### config.mk
export PLATFORM = sky130hd
export DESIGN_NAME = xorshift_bounded_random_flat
export DESIGN_NICKNAME = d
export VERILOG_FILES = /design/src/xbr_pkg.sv /design/src/xbr_if.sv /design/src/xorshift_bounded_random.sv /design/src/flat_wrapper.sv
export SDC_FILE = /design/constraint.sdc
export NUM_CORES = 2
export LEC_CHECK = 0
export BUFFER_PORTS_ARGS = -buffer_cell sky130_fd_sc_hd__buf_2
export CORE_MARGIN = 8
export CORE_UTILIZATION = 59
export DETAILED_ROUTE_END_ITERATION = 8
export PLACE_DENSITY = 0.79
export REMOVE_ABC_BUFFERS = 1
export SLEW_MARGIN = 10
export SYNTH_ARGS = -nofsm -noshare
export SYNTH_HDL_FRONTEND = slang
export SYNTH_SLANG_ARGS = --single-unit
### constraint.sdc
create_clock -name clk -period 8.6 [get_ports clk]
set_input_delay 2.15 -clock clk [delete_from_list [all_inputs] [get_ports clk]]
set_output_delay 2.15 -clock clk [all_outputs]
set_load 0.1 [all_outputs]
### src/xbr_pkg.sv
`default_nettype none

package xbr_pkg;

  // Field and datapath widths
  localparam int unsigned BOUND_W  = 31;
  localparam int unsigned VALUE_W  = 31;
  localparam int unsigned GEN_W    = 64;
  localparam int unsigned SAMPLE_W = 32;
  localparam int unsigned DIV_CNT_W = $clog2(SAMPLE_W);

  typedef logic [BOUND_W-1:0]  bound_t;
  typedef logic [VALUE_W-1:0]  value_t;
  typedef logic [GEN_W-1:0]    gen_t;
  typedef logic [SAMPLE_W-1:0] sample_t;

  // xorshift64* constants
  localparam gen_t XS_MULT      = 64'h2545_F491_4F6C_DD1D;
  localparam int unsigned XS_SHIFT_A = 12;
  localparam int unsigned XS_SHIFT_B = 25;
  localparam int unsigned XS_SHIFT_C = 27;
  localparam gen_t SEED_RESET   = 64'd1;

  // 2^32 as a 33-bit value, for the rejection test
  localparam logic [SAMPLE_W:0] SPAN = {1'b1, {SAMPLE_W{1'b0}}};

endpackage

`default_nettype wire

### src/xbr_if.sv
`default_nettype none

interface xbr_req_if import xbr_pkg::*; ();
  logic   valid;
  logic   ready;
  bound_t bound;

  modport source (output valid, output bound, input ready);
  modport sink   (input valid, input bound, output ready);
endinterface

interface xbr_rsp_if import xbr_pkg::*; ();
  logic   valid;
  logic   ready;
  value_t value;

  modport source (output valid, output value, input ready);
  modport sink   (input valid, input value, output ready);
endinterface

`default_nettype wire

### src/xorshift_bounded_random.sv
`default_nettype none

// Bounded uniform random source on a 64-bit xorshift64* generator. Each request
// carries an exclusive bound n and returns one value, uniform in 0..n-1. A bound
// of 0 or 1 answers 0 through the done state without a draw and leaves the
// generator alone. Otherwise each draw runs a shift/xor update, then the MA to MD
// steps on a single shared 32x32 multiplier that build bits 63..32 of the
// product, a one-bit-per-cycle restoring divider that yields the remainder, and
// the rejection check; a rejected draw repeats all of these steps. Fewer than
// half of all draws are rejected, so most requests need a single draw. One
// request is in flight at a time; the next can be taken while the result
// waits on out_rsp. Writing cfg_wdata with cfg_we loads the seed into the
// generator at once; do so only while no request is in flight. A zero seed
// makes every answer 0.
module xorshift_bounded_random import xbr_pkg::*; (
  input  wire logic       clk,
  input  wire logic       rst_n,
  input  wire logic       cfg_we,
  input  wire gen_t       cfg_wdata,
  xbr_req_if.sink         in_req,
  xbr_rsp_if.source       out_rsp
);

  localparam logic [3:0] ST_IDLE = 4'd0;
  localparam logic [3:0] ST_XS   = 4'd1;
  localparam logic [3:0] ST_MA   = 4'd2;
  localparam logic [3:0] ST_MB   = 4'd3;
  localparam logic [3:0] ST_MC   = 4'd4;
  localparam logic [3:0] ST_MD   = 4'd5;
  localparam logic [3:0] ST_DIV  = 4'd6;
  localparam logic [3:0] ST_CHK  = 4'd7;
  localparam logic [3:0] ST_DONE = 4'd8;

  localparam logic [DIV_CNT_W-1:0] DIV_LAST = DIV_CNT_W'(SAMPLE_W - 1);

  logic [3:0]            st_r, st_nxt;
  gen_t                  gen_r, gen_nxt;
  bound_t                bound_r, bound_nxt;
  logic [2*SAMPLE_W-1:0] prod_r, prod_nxt;
  sample_t               acc_r, acc_nxt;
  sample_t               samp_r, samp_nxt;
  sample_t               div_r, div_nxt;
  value_t                rem_r, rem_nxt;
  logic [DIV_CNT_W-1:0]  cnt_r, cnt_nxt;
  logic                  out_valid_r, out_valid_nxt;
  value_t                out_value_r, out_value_nxt;

  logic                  in_acc;
  logic                  out_free;
  gen_t                  xs1, xs2, xs3;
  sample_t               mul_a, mul_b;
  logic [2*SAMPLE_W-1:0] mul_p;
  sample_t               rem_sh;
  logic [SAMPLE_W:0]     div_diff;
  logic [SAMPLE_W:0]     chk_sum;
  logic                  reject;

  assign in_req.ready  = (st_r == ST_IDLE);
  assign in_acc        = in_req.valid && in_req.ready;
  assign out_rsp.valid = out_valid_r;
  assign out_rsp.value = out_value_r;
  assign out_free      = !out_valid_r || out_rsp.ready;

  // Generator update: three shift/xor passes
  always_comb begin
    xs1 = gen_r ^ (gen_r >> XS_SHIFT_A);
    xs2 = xs1 ^ (xs1 << XS_SHIFT_B);
    xs3 = xs2 ^ (xs2 >> XS_SHIFT_C);
  end

  // Shared multiplier: pick the partial product for this phase
  always_comb begin
    unique case (st_r)
      ST_MA: begin
        mul_a = gen_r[SAMPLE_W-1:0];
        mul_b = XS_MULT[SAMPLE_W-1:0];
      end
      ST_MB: begin
        mul_a = gen_r[SAMPLE_W-1:0];
        mul_b = XS_MULT[GEN_W-1:SAMPLE_W];
      end
      ST_MC: begin
        mul_a = gen_r[GEN_W-1:SAMPLE_W];
        mul_b = XS_MULT[SAMPLE_W-1:0];
      end
      default: begin
        mul_a = '0;
        mul_b = '0;
      end
    endcase
  end
  assign mul_p = mul_a * mul_b;

  // Divider step: shift in one dividend bit, subtract when it fits
  assign rem_sh   = {rem_r, div_r[SAMPLE_W-1]};
  assign div_diff = {1'b0, rem_sh} - {2'b00, bound_r};

  // Reject when the quotient's multiple plus n passes 2^32
  assign chk_sum = {1'b0, samp_r - {1'b0, rem_r}} + {2'b00, bound_r};
  assign reject  = chk_sum > SPAN;

  // Sequencer and datapath
  always_comb begin
    st_nxt        = st_r;
    gen_nxt       = gen_r;
    bound_nxt     = bound_r;
    prod_nxt      = prod_r;
    acc_nxt       = acc_r;
    samp_nxt      = samp_r;
    div_nxt       = div_r;
    rem_nxt       = rem_r;
    cnt_nxt       = cnt_r;
    out_valid_nxt = out_valid_r;
    out_value_nxt = out_value_r;

    // drop the result once taken
    if (out_rsp.ready) begin
      out_valid_nxt = 1'b0;
    end

    unique case (st_r)
      ST_IDLE: begin
        if (in_acc) begin
          bound_nxt = in_req.bound;
          if (in_req.bound <= bound_t'(1)) begin
            rem_nxt = '0;
            st_nxt  = ST_DONE;
          end else begin
            st_nxt  = ST_XS;
          end
        end
      end
      ST_XS: begin
        gen_nxt = xs3;
        st_nxt  = ST_MA;
      end
      ST_MA: begin
        prod_nxt = mul_p;
        st_nxt   = ST_MB;
      end
      ST_MB: begin
        acc_nxt  = prod_r[2*SAMPLE_W-1:SAMPLE_W];
        prod_nxt = mul_p;
        st_nxt   = ST_MC;
      end
      ST_MC: begin
        acc_nxt  = acc_r + prod_r[SAMPLE_W-1:0];
        prod_nxt = mul_p;
        st_nxt   = ST_MD;
      end
      ST_MD: begin
        samp_nxt = acc_r + prod_r[SAMPLE_W-1:0];
        div_nxt  = acc_r + prod_r[SAMPLE_W-1:0];
        rem_nxt  = '0;
        cnt_nxt  = '0;
        st_nxt   = ST_DIV;
      end
      ST_DIV: begin
        rem_nxt = div_diff[SAMPLE_W] ? rem_sh[VALUE_W-1:0] : div_diff[VALUE_W-1:0];
        div_nxt = {div_r[SAMPLE_W-2:0], 1'b0};
        cnt_nxt = cnt_r + 1'b1;
        if (cnt_r == DIV_LAST) begin
          st_nxt = ST_CHK;
        end
      end
      ST_CHK: begin
        st_nxt = reject ? ST_XS : ST_DONE;
      end
      ST_DONE: begin
        // hold until the output register is free
        if (out_free) begin
          out_valid_nxt = 1'b1;
          out_value_nxt = rem_r;
          st_nxt        = ST_IDLE;
        end
      end
      default: begin
        st_nxt = ST_IDLE;
      end
    endcase

    // seed write reloads the generator
    if (cfg_we) begin
      gen_nxt = cfg_wdata;
    end
  end

  // Control registers
  always_ff @(posedge clk) begin
    if (!rst_n) begin
      st_r        <= ST_IDLE;
      gen_r       <= SEED_RESET;
      out_valid_r <= 1'b0;
    end else begin
      st_r        <= st_nxt;
      gen_r       <= gen_nxt;
      out_valid_r <= out_valid_nxt;
    end
  end

  // Payload registers
  always_ff @(posedge clk) begin
    bound_r     <= bound_nxt;
    prod_r      <= prod_nxt;
    acc_r       <= acc_nxt;
    samp_r      <= samp_nxt;
    div_r       <= div_nxt;
    rem_r       <= rem_nxt;
    cnt_r       <= cnt_nxt;
    out_value_r <= out_value_nxt;
  end

  // Remainder stays below the bound throughout the division
  a_rem_lt_bound: assert property (@(posedge clk) disable iff (!rst_n)
    (st_r == ST_DIV) |-> (rem_r < bound_r))
    else $error("divider remainder reached the bound");

  // Trivial bound leaves the generator untouched
  a_trivial_hold: assert property (@(posedge clk) disable iff (!rst_n)
    (in_acc && (in_req.bound <= bound_t'(1)) && !cfg_we) |=> $stable(gen_r))
    else $error("generator advanced on a trivial bound");

  // Check follows a full division pass
  a_chk_after_div: assert property (@(posedge clk) disable iff (!rst_n)
    (st_r == ST_CHK) |-> ($past(st_r) == ST_DIV && $past(cnt_r) == DIV_LAST))
    else $error("rejection check without a full division");

  // Finished request reaches the output once it is free
  a_done_out: assert property (@(posedge clk) disable iff (!rst_n)
    (st_r == ST_DONE && out_free) |=> (out_valid_r && st_r == ST_IDLE))
    else $error("result not posted");

endmodule

`default_nettype wire

### src/flat_wrapper.sv
// flat-port wrapper written by rule: the top's interface ports become plain ports
module xorshift_bounded_random_flat import xbr_pkg::*;
  (clk, rst_n, cfg_we, cfg_wdata, in_req_valid, in_req_bound, in_req_ready, out_rsp_valid, out_rsp_value, out_rsp_ready);
  xbr_req_if in_req_i ();
  xbr_rsp_if out_rsp_i ();
  input  wire logic clk;
  input  wire logic rst_n;
  input  wire logic cfg_we;
  input  wire gen_t cfg_wdata;
  input wire logic [$bits(in_req_i.valid)-1:0] in_req_valid;
  input wire logic [$bits(in_req_i.bound)-1:0] in_req_bound;
  output wire logic [$bits(in_req_i.ready)-1:0] in_req_ready;
  output wire logic [$bits(out_rsp_i.valid)-1:0] out_rsp_valid;
  output wire logic [$bits(out_rsp_i.value)-1:0] out_rsp_value;
  input wire logic [$bits(out_rsp_i.ready)-1:0] out_rsp_ready;
  assign in_req_i.valid = in_req_valid;
  assign in_req_i.bound = in_req_bound;
  assign in_req_ready = in_req_i.ready;
  assign out_rsp_valid = out_rsp_i.valid;
  assign out_rsp_value = out_rsp_i.value;
  assign out_rsp_i.ready = out_rsp_ready;
  xorshift_bounded_random u_core (.clk(clk), .rst_n(rst_n), .cfg_we(cfg_we), .cfg_wdata(cfg_wdata), .in_req(in_req_i), .out_rsp(out_rsp_i));
endmodule
After elaboration in Yosys (flattened, before gate mapping)
Index checks and enable logic that the tools add are counted.

Divide/modulo/power cells: 0. Multipliers: 1. $lt $le $gt $ge: 2. Bitwise logic cells: 3. Reductions and logical operators: 15. Eq/ne operators: 13. Shift-type cells: 0. Add/sub/neg operators: 5. Muxes and demuxes: 20.

Operators with widths (number): 32-bit case mux with 2 select lines (3); 64-bit 2-to-1 mux (2); 31-bit 2-to-1 mux (3); 31-bit case mux with 3 select lines (1); 64-bit by 37-bit XOR with 64-bit output (1); 64-bit by 52-bit XOR with 64-bit output (1); 64-bit XOR (1); 32-bit by 31-bit multiplier with 63-bit output (1); 31-bit case mux with 2 select lines (1); 4-bit case mux with 9 select lines (1); 32-bit by 31-bit adder with 33-bit output (1); 33-bit > comparator, second input constant (1); 32-bit by 31-bit subtractor with 33-bit output (1); 32-bit adder (1); 32-bit by 31-bit subtractor with 32-bit output (1); 31-bit by 1-bit <= comparator with 1-bit output, second input constant (1); 4-bit 2-to-1 mux (5); 4-bit by 3-bit equality test with 1-bit output, second input constant (4); 5-bit case mux with 2 select lines (1); 4-bit by 2-bit equality test with 1-bit output, second input constant (2); 3-bit AND reduction (2); 2-bit nonzero test (3); 5-bit by 1-bit adder with 5-bit output, second input constant (1); 5-bit equality test, second input constant (1); 13 further kinds (19).

Output and inout bits: 33. Memories: 0. RAM bits: 0. Bits in registers: 327. ROM bits: 0. Logic and storage cells: 70. Bits of input ports: 100. Latch bits: 0.

Depth between registers and ports, before layout
Depth after elaboration: 5. Mapped depth: 36. Depth with buffers taken out: 33.

Least setup slack after synthesis
OpenSTA, ideal clock, no wires.

Path type: register to register. Start: reg u_core.st_r[1]. End: reg u_core.prod_r[62] (data pin). Clock period less this slack: 9.297 ns. Cell stages (with the launch flop): 34. Path buffers: 5. Setup time: 0.260 ns. Arrival: 9.037 ns. Setup slack: -0.697 ns. Data required time: 8.340 ns. Path through: dfxtp_1 clkbuf_1 and2_1 clkbuf_1 clkbuf_1 buf_1 a22o_1 inv_1 nor2_1 fa_1 fa_1 fa_1 inv_1 fa_1 inv_1 fa_1 fa_1 fa_1 inv_1 fa_1 inv_1 ha_1 clkbuf_1 and4_1 nand2_1 or2_2 a311oi_1 o21ai_0 a21oi_1 a41oi_1 a211o_1 o21ai_0 a21oi_1 xnor2_1.

Longest elaborated chain between the ends: 4. Elaborated cells between the ends (all ways): 8. Those cells by class: mul: 1; eq/ne: 3; mux: 2; reduce/logical: 2.

Ends and longest elaborated chain: start: declaration (line xorshift_bounded_random.sv:36) `logic [3:0] st_r, st_nxt;`; start signal: assignment (line xorshift_bounded_random.sv:195) `st_r <= st_nxt;`; 4-bit by 2-bit equality test with 1-bit output / 4-bit by 3-bit equality test with 1-bit output (equally long branches) (line xorshift_bounded_random.sv:73) `unique case (st_r)`; 2-bit OR reduction (no line); 32-bit case mux with 2 select lines / 31-bit case mux with 2 select lines (equally long branches) (line xorshift_bounded_random.sv:73); 32-bit by 31-bit multiplier with 63-bit output (*) (line xorshift_bounded_random.sv:92) `assign mul_p = mul_a * mul_b;`; net u_core.mul_p[62] (line xorshift_bounded_random.sv:52) `logic [2*SAMPLE_W-1:0] mul_p;`; end signal: assignment (line xorshift_bounded_random.sv:204) `prod_r <= prod_nxt;`; end: declaration (line xorshift_bounded_random.sv:39) `logic [2*SAMPLE_W-1:0] prod_r, prod_nxt;`.

The timed path passes the listed nets; every way through them passes the cells marked *. A chain may end at the register's enable or synchronous reset.

Final worst setup path
Start: reg u_core.st_r[2]. End: reg u_core.prod_r[62] (data pin).

The elaborated chain is that of the path after synthesis.

==> results summary <==
The fraction of synthesized cell area in xor and xnor cells came out at 6.44%. The end-of-flow core utilization is 66.8%. In the layout the commonest cells are 1,026 x inv_1, 598 x fa_1, 537 x ha_1. Leaving out fill and tap cells, the most frequent cell in the layout is inv_1. The worst path uses 97.6% of the clock period. During placement, the flow inserted port buffers numbering 132. The clock tree synthesis step divided the H-tree into 2 levels.

The TritonCTS sink count is 326. Total power for the finished layout comes to 14.2 mW. The slowest stage of the critical path is the fa_1 cell. Setup violations remaining at the end of the flow were counted as 0. Headroom to the max-slew limit came out at 17.5%. The cell repeated most along the worst path is fa_1. By area, the combinational part of the netlist is dominated by adder cells.

The number of buffer and inverter stages on the critical path came out at 4. The combinational cell fraction of total power is 69.2%. Clock skew on the completed layout was measured at 17.7 ps. The worst hold path begins at u_core.rem_r[30]$_SDFFCE_PN0P_. In the final routed layout, each cell accounts on average for 22.5 µm.

The later-pin clock latency in the skew report is 590 ps. The clock share of power came out at 11.7%. The final-report max-slew violation count came to 0. The number of flip-flops and latches in the synthesized netlist came out at 326.

The path class of the tightest hold or removal check is reg2reg. Yosys mapped the design onto 98 distinct sky130hd cell types. The core area came out at 74,200 µm². The clock transition time at the flip-flop clock pins of the worst setup and hold paths came out at 60 ps. In this run the vertical extent of the chip is 289 µm. The endpoint type of the worst setup path is a flip-flop. The synthesis warning total came out at 0. The number of enable-type register cells in the synthesized netlist came out at 257.

Global routing used 31.3% of the available tracks. The number of maximum-capacitance constraint violations is 0. The flow ran to the end, and the final reports show no timing, DRC or antenna violations. The starting utilization of the core area is 59.3%.

For the worst setup path, the data required time is 8930 ps. The via count of the first global-routing pass came out at 34,600. The I/O pin count is 133. The sequential share of the synthesized area is 20.7%. In this run the clock root is driven by a clkbuf_16. The cell area after synthesis came out at 44,000 µm². The HPWL reported at the end of detailed placement came out at 112,000 µm. For the worst setup path, the data arrival time is 8720 ps.

The worst supply voltage drop on vdd is 0.000189 V. Summing the areas of all compound-gate instances in the mapped netlist gives 11.1% of the synthesized area. The family of cells with the greatest summed delay on the critical path is adder cells. The number of cell instances on the worst register-to-register path came out at 27. At the pin with the least slew margin, the transition time is 1240 ps. The fraction of layout instances using a drive strength above 1 is 12.8%.

Counting the buffers created by CTS gives 38. The CTS tree is yes. The site row count is 100. The first detailed-routing pass took 7 iterations. The maximum number of pins on one net before global-route repair is 101.

Along the worst path, the maximum fanout reaches 5. 0 antenna diodes ended up in the layout. STA classifies the critical path startpoint as a flip-flop.

The maximum single-stage delay on the critical path came out at 570 ps. Synthesis handed over a netlist of 4,493 instances. The worst hold slack is 504 ps. The path with the worst hold slack has its endpoint at u_core.out_rsp.value[30]$_DFFE_PP_. The synthesized area per cell is 9.80 µm².

The adder-cell share of the synthesized area is 43.2%. The total overflow left after global routing is 0. The residual DRC count came out at 0. The die outline width is 289 µm. In the synthesized netlist the dominant register cell turns out to be edfxtp_1. The cell area after layout came out at 49,600 µm². The total cell area at the placement stage is 47,700 µm². The internal portion of total power came out at 7.39 mW. The signed area change from the synthesized netlist to the final layout came out at 12.6%. The share of power burned in registers is 19.1%. The global-route wire length before repair is 198,000 µm.

The routed wire length is 131,000 µm. The count of nets left with antenna violations once routing finished came out at 0. In this run the critical register-to-register path is launched from u_core.st_r[2]$_SDFFE_PN0P_. For this design the ratio of total power to cell area is 286 nW/µm². At the end of routability-driven placement, the weighted congestion stood at 1.01.

The maximum buffer depth of the clock tree is 3. The full die area is 83,600 µm². The synthesized netlist devotes 8.31% of its cell area to simple gates. The switching part of the total power is 47.8%. The power dissipated by switching net loads came out at 6.77 mW.

The worst hold path passes through 0 cells. The worst path in the final design needs a cycle of 8390 ps, including I/O delays and setup. The number of antenna violations at the first check in global routing is 1. The maximum clock frequency came out at 119 MHz. The worst setup path is of the reg2reg kind.

Of the post-synthesis cell area, the part taken by muxes is 0.196%. In the routed layout, each cell is associated on average with a via count of 5.72. In the synthesized netlist the async set-or-reset flop fraction comes to 0%. The number of DRC markers in iteration 0 came out at 2,565. The worst register-to-register path has a setup slack of 210 ps.

At the end of the flow, the number of nets in the layout was 6,104. For this design the static power due to leakage is 25.2 nW. The final count of hold timing violations was 0. The number of vias in the routed layout is 33,400. The end of the worst register-to-register path is u_core.prod_r[62]$_DFFE_PN_.
[flip-flops by register name, indices dropped and copies added, names as in the netlist, 5 cells and up]
signal and cells:
u_core.acc_r 32, u_core.bound_r 31, u_core.cnt_r 5, u_core.div_r 32, u_core.gen_r 64, u_core.out_rsp.value 31, u_core.prod_r 63, u_core.rem_r 31
u_core.samp_r 32
[cell usage after synthesis, drive strengths merged, types with 69 or more instances]
cell	n	area, µm²
inv	1037	3890
a21o	79	598
a21oi	172	872
o21ai	200	1020
clkbuf	94	354
xnor2	230	2010
xor2	94	823
dfxtp	69	1380
nand2	260	976
fa	610	12200
nor2	198	743
ha	545	6820
edfxtp	257	7720
[routing by layer]
layer	vias to the layer above	track usage (%)	wire length, µm
met5	-	0	13
met4	2	16.3	8020
met3	336	4.70	8950
met2	1266	52.2	62600
met1	16600	39.3	51700
li1	15300	-	-
[worst register-to-register path: cells and delay by family (launching register included)]
kind,cells,cell delay (ps)
xor+xnor,1,130
flops,1,370
simple gates,5,1260
compound gates,8,1470
fa+ha+maj,9,4300
buf+inv,4,610
[how the worst max path moves through the flow]
| stage | slack (ps) | startpoint | endpoint | depth (start not counted) |
|---|---|---|---|---|
| 2_1_floorplan | -1920 | u_core.st_r[2]$_SDFFE_PN0P_ | u_core.prod_r[62]$_DFFE_PN_ | 28 |
| 4_1_cts | -20 | u_core.st_r[2]$_SDFFE_PN0P_ | u_core.prod_r[62]$_DFFE_PN_ | 32 |
| 5_1_grt | -50 | u_core.st_r[3]$_SDFFE_PN0P_ | u_core.prod_r[43]$_DFFE_PN_ | 34 |
| 3_3_place_gp | -370 | u_core.st_r[3]$_SDFFE_PN0P_ | u_core.prod_r[62]$_DFFE_PN_ | 32 |
| 3_5_place_dp | -340 | u_core.st_r[2]$_SDFFE_PN0P_ | u_core.prod_r[62]$_DFFE_PN_ | 32 |
| 6_report | 210 | u_core.st_r[2]$_SDFFE_PN0P_ | u_core.prod_r[62]$_DFFE_PN_ | 27 |
[area by class of cell]
class / count / area (µm²)
clock buffer: 46 / 1000
clock inverter: 21 / 280
fill: 5794 / 24600
inverter: 1037 / 3900
multi-input combinational: 3009 / 31000
sequential: 326 / 9110
tap: 969 / 1210
timing repair buffer: 437 / 3120
[metrics by stage]
stage / std cells / setup TNS, ps / setup slack (ps)
3_3_place_gp: 5759 / -1130 / -367
5_1_grt: 5845 / -105 / -48.4
2_1_floorplan: 4372 / -58740 / -1920
4_1_cts: 5826 / -19.0 / -19.0
3_5_place_dp: 5759 / -1120 / -343
6_report: 5845 / 0 / 207
[repair_timing]
| action | 4_1_cts | 5_1_grt |
|---|---|---|
| pin swaps | 1 | 34 |
| cloned | 0 | 2 |
| resized for setup | 16 | 91 |
| hold endpoints to repair | 0 | 0 |
| hold buffers | 0 | 0 |
| setup endpoints to repair | 12 | 21 |
| buffers inserted | 0 | 17 |
[logic make-up (layout without fill, tap and decap cells)]
kind of cell             Yosys count  in the layout
AO/OA/AOI/OAI                    741            741
XOR/XNOR                         324            324
adder cells (fa/ha/maj)         1155           1155
buffers and inverters           1160           1541
flip-flops                       326            326
multiplexers                       8              8
other                              2              4
AND/OR/NAND/NOR                  777            777
[power groups by stage]
stage	sequential [mW]	combinational, mW	clock, mW
finish	2.70	9.80	1.66
CTS	2.68	9.48	1.68
floorplan	2.58	6.42	0
global placement	2.71	9.15	0
detailed placement	2.71	9.40	0
global route	2.72	10.8	1.74
Note: power is estimated with default switching activity, not from simulation.
